==> src/design/csp_pkg.sv <==
// Shared constants, register codes and controller/datapath link types for crop_sum_pool.
// No dependencies; every other design file except csp_ram refers to it by scoped names.
package csp_pkg;

   // sizing
   localparam int MaxOutCols  = 256;
   localparam int ValueBits   = 16;
   localparam int TickBits    = 14;
   localparam int WireBits    = 12;
   localparam int PoolBits    = 7;
   localparam int OutSizeBits = 9;
   localparam int OutIdxBits  = 8;
   localparam int SumBits     = 32;
   localparam int SpanBits    = PoolBits + OutSizeBits;
   localparam int MaxOutRows  = 256;
   localparam int MemAddrBits = (MaxOutCols > 1) ? $clog2(MaxOutCols) : 1;

   // divider runs over the wider of the two offsets
   localparam int DivBits     = (TickBits > WireBits) ? TickBits : WireBits;
   localparam int DivSteps    = DivBits;
   localparam int StepBits    = (DivSteps > 1) ? $clog2(DivSteps) : 1;

   // configuration port
   localparam int CsrIdxBits  = 3;
   localparam int CsrDataBits = TickBits;

   typedef enum logic [CsrIdxBits-1:0] {
      CSR_TICK_START = 3'd0,
      CSR_WIRE_START = 3'd1,
      CSR_POOL_ROWS  = 3'd2,
      CSR_POOL_COLS  = 3'd3,
      CSR_OUT_ROWS   = 3'd4,
      CSR_OUT_COLS   = 3'd5
   } csr_idx_type;

   localparam logic [PoolBits-1:0]    PoolRowsReset = PoolBits'(1);
   localparam logic [PoolBits-1:0]    PoolColsReset = PoolBits'(1);
   localparam logic [OutSizeBits-1:0] OutRowsReset  = OutSizeBits'(247);
   localparam logic [OutSizeBits-1:0] OutColsReset  = OutSizeBits'(247);

   // controller to datapath
   typedef struct packed {
      logic latch;      // capture the incoming word
      logic load_div;   // window check cycle, seed the dividers
      logic div_step;   // one quotient bit
      logic rd_en;      // fetch the column accumulator
      logic commit;     // update accumulator, emit when block is done
   } cmd_type;

   // datapath to controller
   typedef struct packed {
      logic in_window;
      logic last;
      logic out_free;
   } status_type;

endpackage

==> src/design/csp_ctrl.sv <==
// Sequencer for crop_sum_pool: accept, window check, divide, read, update/emit.
// Depends on csp_pkg for the command and status structs.
module csp_ctrl (
   input  logic                clock,
   input  logic                reset,
   input  logic                req_valid,
   output logic                req_ready,
   input  csp_pkg::status_type stat,
   output csp_pkg::cmd_type    cmd
);
   typedef enum logic [4:0] {
      ST_IDLE  = 5'b00001,
      ST_CHECK = 5'b00010,
      ST_DIV   = 5'b00100,
      ST_READ  = 5'b01000,
      ST_WRITE = 5'b10000
   } state_type;

   state_type                     state_ff, state_in;
   logic [csp_pkg::StepBits-1:0]  step_ff, step_in;

   // next state and commands
   always_comb begin
      state_in = state_ff;
      step_in  = step_ff;
      cmd      = '0;
      req_ready = 1'b0;
      unique case (state_ff)
         ST_IDLE: begin
            req_ready = 1'b1;
            if (req_valid) begin
               cmd.latch = 1'b1;
               state_in  = ST_CHECK;
            end
         end
         ST_CHECK: begin
            cmd.load_div = 1'b1;
            step_in      = '0;
            state_in     = stat.in_window ? ST_DIV : ST_IDLE;
         end
         ST_DIV: begin
            cmd.div_step = 1'b1;
            step_in      = step_ff + 1'b1;
            if (step_ff == csp_pkg::StepBits'(csp_pkg::DivSteps - 1)) begin
               state_in = ST_READ;
            end
         end
         ST_READ: begin
            cmd.rd_en = 1'b1;
            state_in  = ST_WRITE;
         end
         ST_WRITE: begin
            // hold while a finished block waits for room in the output register
            if (!stat.last || stat.out_free) begin
               cmd.commit = 1'b1;
               state_in   = ST_IDLE;
            end
         end
         default: state_in = ST_IDLE;
      endcase
   end

   always_ff @(posedge clock) begin
      if (reset) begin
         state_ff <= ST_IDLE;
         step_ff  <= '0;
      end else begin
         state_ff <= state_in;
         step_ff  <= step_in;
      end
   end
endmodule

==> config.mk <==
export PLATFORM = sky130hd
export DESIGN_NAME = csp_ctrl
export DESIGN_NICKNAME = d
export VERILOG_FILES = /design/src/design/csp_pkg.sv /design/src/design/csp_ctrl.sv
export SDC_FILE = /design/constraint.sdc
export NUM_CORES = 1
export LEC_CHECK = 0
export BUFFER_PORTS_ARGS = -buffer_cell sky130_fd_sc_hd__clkbuf_2
export CAP_MARGIN = 40
export CELL_PAD_IN_SITES_DETAIL_PLACEMENT = 0
export CELL_PAD_IN_SITES_GLOBAL_PLACEMENT = 1
export CORE_UTILIZATION = 35
export CTS_CLUSTER_SIZE = 24
export DETAILED_ROUTE_END_ITERATION = 10
export GPL_ROUTABILITY_DRIVEN = 0
export HOLD_SLACK_MARGIN = 0.05
export PLACE_DENSITY_LB_ADDON = 0.05
export SLEW_MARGIN = 30
export SYNTH_ARGS = -nofsm -noshare
export SYNTH_HDL_FRONTEND = slang
export SYNTH_SLANG_ARGS = --single-unit
==> constraint.sdc <==
create_clock -name clock -period 1.5 [get_ports clock]
set_input_delay 0.15 -clock clock [delete_from_list [all_inputs] [get_ports clock]]
set_output_delay 0.15 -clock clock [all_outputs]
set_load 0.1 [all_outputs]
==> Word level (Yosys, flattened, before mapping) <==
Index checks and enable logic that the tools add are counted.
{ "word_totals": {"reg_bits": 9, "out_inout_bits": 6, "elab_cells": 30, "input_bits": 6} }
{ "op_classes": {"reduce_logical": 4, "eq_ne": 9, "muxes": 14, "addsub": 1} }
{ "ops": {"columns": ["cell", "count"], "rows": [
  ["5-bit case mux with 5 select lines", 1],
  ["5-bit 2-to-1 mux", 3],
  ["1-bit 2-to-1 mux", 8],
  ["4-bit case mux with 2 select lines", 1],
  ["2-bit inequality test, second input constant", 3],
  ["5-bit by 1-bit == test with 1-bit output, second input constant", 1],
  ["5-bit by 2-bit == test with 1-bit output, second input constant", 1],
  ["5-bit by 3-bit == test with 1-bit output, second input constant", 1],
  ["5-bit by 4-bit == test with 1-bit output, second input constant", 1],
  ["5-bit == test, second input constant", 1],
  ["4-bit by 1-bit adder with 4-bit output, second input constant", 1],
  ["4-bit == test, second input constant", 1],
  ["3-bit 2-to-1 mux", 1],
  ["3-bit AND reduction", 1],
  ["2-bit nonzero test", 1],
  ["1-bit logical NOT", 1],
  ["1-bit logical OR", 1]
]} }

==> Logic depth before layout (Yosys ltp) <==
{ "depth": {"word_depth": 4, "depth_mapped": 6} }

==> Worst setup path after synthesis <==
OpenSTA, ideal clock, no wires.
{ "synth_timing": {"kind": "register to output", "start": "register state_ff[2]", "end": "output port cmd[0] in the netlist's numbering", "t_arrival_ns": 2.101, "path_buffers": 1, "path_slack_ns": -0.751, "required_ns": 1.350, "stages_incl_launch_ff": 5, "path_cell_list": "dfxtp_1 -> clkbuf_2 -> nor4_1 -> nand2_1 -> nor2_1"} }
{ "synth_lines": {"columns": ["item", "line", "rtl"], "rows": [
  ["start, declared", "csp_ctrl.sv:19", "state_type state_ff, state_in;"],
  ["start signal, assigned", "csp_ctrl.sv:68", "state_ff <= state_in;"],
  ["end, declared", "csp_ctrl.sv:9", "output csp_pkg::cmd_type cmd"]
]} }

==> flow_metrics.env <==
export IMPL_outcome="finished, violations left"
export IMPL_violations="negative setup slack"
export IMPL_yosys_area_share_adder_pct=5.063
export IMPL_synth_simple_area_share_pct=38.73
export IMPL_worstPathRequired_ps=1350
export IMPL_setup_ws_ps=-13.24
export IMPL_fmax_mhz=660.8
export IMPL_clk_pin_slew_ps=70
export IMPL_final_common_cell="buf_12"
export IMPL_vias=494
export IMPL_r2r_start="state_ff[0]"
export IMPL_end_kind="output pin"
export IMPL_port_buffers=11
export IMPL_clock_tree_root_cell="clkbuf_4"
export IMPL_grt_first_pass_wirelength_um=1863
export IMPL_slew_violations=0
export IMPL_leakagePower_nw=0.3405
export IMPL_clk_path_buf_depth=2
export IMPL_max_stage_delay_ps=380
export IMPL_rsz0062_at_grt="yes"
export IMPL_avgRoutedWirePerCell_um=12.79
export IMPL_drc=0
export IMPL_dieWidth_um=39.58
export IMPL_ys_flop_type="dfxtp_1"
export IMPL_synthTopCellsByArea="dfxtp_1, ha_1, o31ai_1, nand3_1, nand3b_4"
export IMPL_crit_arrival_ps=1360
export IMPL_slew_headroom_pct=80.25
export IMPL_hp_class="input port to flop"
export IMPL_synthXorXnorAreaFrac_pct=1.772
export IMPL_setup_viol=1
export IMPL_power_density_nw_per_um2=805.5
export IMPL_grt_busiest_layer="met2"
export IMPL_postLayoutCellArea_um2=758.2
export IMPL_fin_total_pwr_w=0.0006107
export IMPL_start_util_pct=37.98
export IMPL_cap_violations=0
export IMPL_yosys_area_top_type_share_pct=36.46
export IMPL_final_seq_area_um2=187.7
export IMPL_power_switching_w=0.0002012
export IMPL_drive_gt1_share_pct=45.45
export IMPL_dieArea_um2=1566
export IMPL_postLayoutCoreUtil_pct=58.27
export IMPL_ys_ff_latch=9
export IMPL_crit_slowest_cell="dfxtp_4"
export IMPL_hold_buffers=0
export IMPL_critPathBufInv=1
export IMPL_fillerInstances=126
export IMPL_dp_hpwl_um=796.6
export IMPL_ant_nets=0
export IMPL_cts_sinks=9
export IMPL_path_max_fanout=6
export IMPL_routed_wl_um=1177
export IMPL_crit_start="state_ff[1]"
export IMPL_clock_skew_ps=9.156
export IMPL_hold_violations=0
export IMPL_synth_edf_count=0
export IMPL_hold_start="reset"
export IMPL_diodes=0
export IMPL_synthArstFlopShare_pct=0
export IMPL_netlist_area_um2=494.2
export IMPL_nets=86
export IMPL_grt_use_total_pct=19.06
export IMPL_antenna_found_initial=0
export IMPL_grt_pass1_vias=446
export IMPL_worst_slew_pin_slew_ps=295.8
export IMPL_comb_power_share_pct=26.7
export IMPL_gr_usage_met1_pct=20.07
export IMPL_irDropWorstVdd_mv=0.5496
export IMPL_row_count=13
export IMPL_muxShareOfSynthArea_pct=0
export IMPL_fin_cells=92
export IMPL_synth_top_area_cell="dfxtp_1"
export IMPL_syn_inst=59
export IMPL_dr_pass1_iters=4
export IMPL_clk_latency_ps=270
export IMPL_design_core_area_um2=1301
export IMPL_grt_use_met3_pct=10.23
export IMPL_tns_ps=-13.24
export IMPL_path_class="flop to output pin"
export IMPL_cts_max_level=1
export IMPL_synth_cell_types=27
export IMPL_die_h_um=39.58
export IMPL_swShare_pct=32.94
export IMPL_synth_nets=67
export IMPL_cp_top_family="simple AND/OR/NAND/NOR gates"
export IMPL_placedCellCount=83
export IMPL_synth_top_family_by_area="simple AND/OR/NAND/NOR gates"
export IMPL_multi_input_area_um2=322.8
export IMPL_cts_buffers=3
export IMPL_dpl_cell_area_um2=663.1
export IMPL_mostFrequentLayoutCells="buf_12, nand2_1, clkbuf_2, buf_4, dfxtp_1"
export IMPL_vias_per_cell=5.370
export IMPL_clkPwrFrac_pct=31.0
export IMPL_areaGrowthSynthToFinish_pct=53.42
export IMPL_cts_tree="done"
export IMPL_post_route_period_util_pct=100.9
export IMPL_p_int_w=0.0004096
export IMPL_grt_overflow_total=0
export IMPL_ys_warn_count=0
export IMPL_seqPwrFrac_pct=42.3
export IMPL_startpoint_type="flop"
export IMPL_grt_max_degree=10
export IMPL_synth_compound_area_share_pct=12.41
export IMPL_ios=12
export IMPL_cp_cell_sequence="nor4_4 -> nand2_1 -> nor2_4 -> buf_12"
export IMPL_grtUsageMet2_pct=32.38
export IMPL_seq_area_frac_synth_pct=36.46
export IMPL_drt_iter0_markers=13
export IMPL_layout_min_cycle_time_ps=1513
export IMPL_syn_avg_cell_area_um2=8.377
## power groups by stage
stage                     clock (W)  combinational (W)  sequential (W)
final                      0.000189           0.000163        0.000258
after CTS                  0.000196           0.000162        0.000258
after global routing       0.000212           0.000172        0.000260
after detailed placement          0           0.000152        0.000260
after floorplan                   0           0.000103        0.000257
after global placement            0           0.000152        0.000260
## Yosys cell counts, drive strengths merged (2+ instances only)
cell and number:
clkbuf 2, inv 5, dfxtp 9, o31ai 3, a21oi 3, ha 2
nand4b 2, nand2 5, nor2b 3, nand3b 2, nor2 3, nand3 4
nor3 5, o21ai 2
## worst paths after layout
path	slack [ps]	to	cells after the start
worst max-delay path	-10	cmd[0]	4
worst min-delay path	180	state_ff[4]	2
worst max register to register	60	step_ff[3]	5
worst min register to register	500	state_ff[3]	2
## metal layers
layer | wire [um] | part of all wire [%]
met1 | 512 | 44
met4 | 0 | 0
met2 | 605 | 51
met3 | 60 | 5.1
met5 | 0 | 0
## layout make-up
type	instances	area share (%)
clock inverters	1	0.6601
flip-flops and latches	9	24.75
multi-input cells	43	42.57
well taps	15	2.475
clock buffers	3	2.970
repair buffers	16	24.09
inverters	5	2.475
## logic make-up after synthesis
logic type / after synthesis
AO/OA/AOI/OAI: 10
buffers and inverters: 7
XOR/XNOR: 1
flip-flops: 9
adder cells (fa/ha/maj): 2
AND/OR/NAND/NOR: 30
## through the flow
| stage | setup slack, ps | hold slack [ps] |
|---|---|---|
| 2_1_floorplan | -193.0 | 350.0 |
| 3_3_place_gp | 113.5 | 461.5 |
| 3_5_place_dp | 122.9 | 468.6 |
| 4_1_cts | -17.10 | 184.6 |
| 5_1_grt | -86.19 | 189.7 |
| 6_report | -13.24 | 180.0 |
## flip-flops by register name, summed over array words and instances (netlist names)
signal and cells:
step_ff 4, state_ff 5
## timing repair
| item | 4_1_cts | 5_1_grt |
|---|---|---|
| pin swaps | 3 | 2 |
| setup endpoints to repair | 5 | 6 |
| hold endpoints to repair | 0 | 0 |
| resized for setup | 9 | 2 |
| buffers inserted | 5 | 0 |
(Power assumes the default switching activity.)
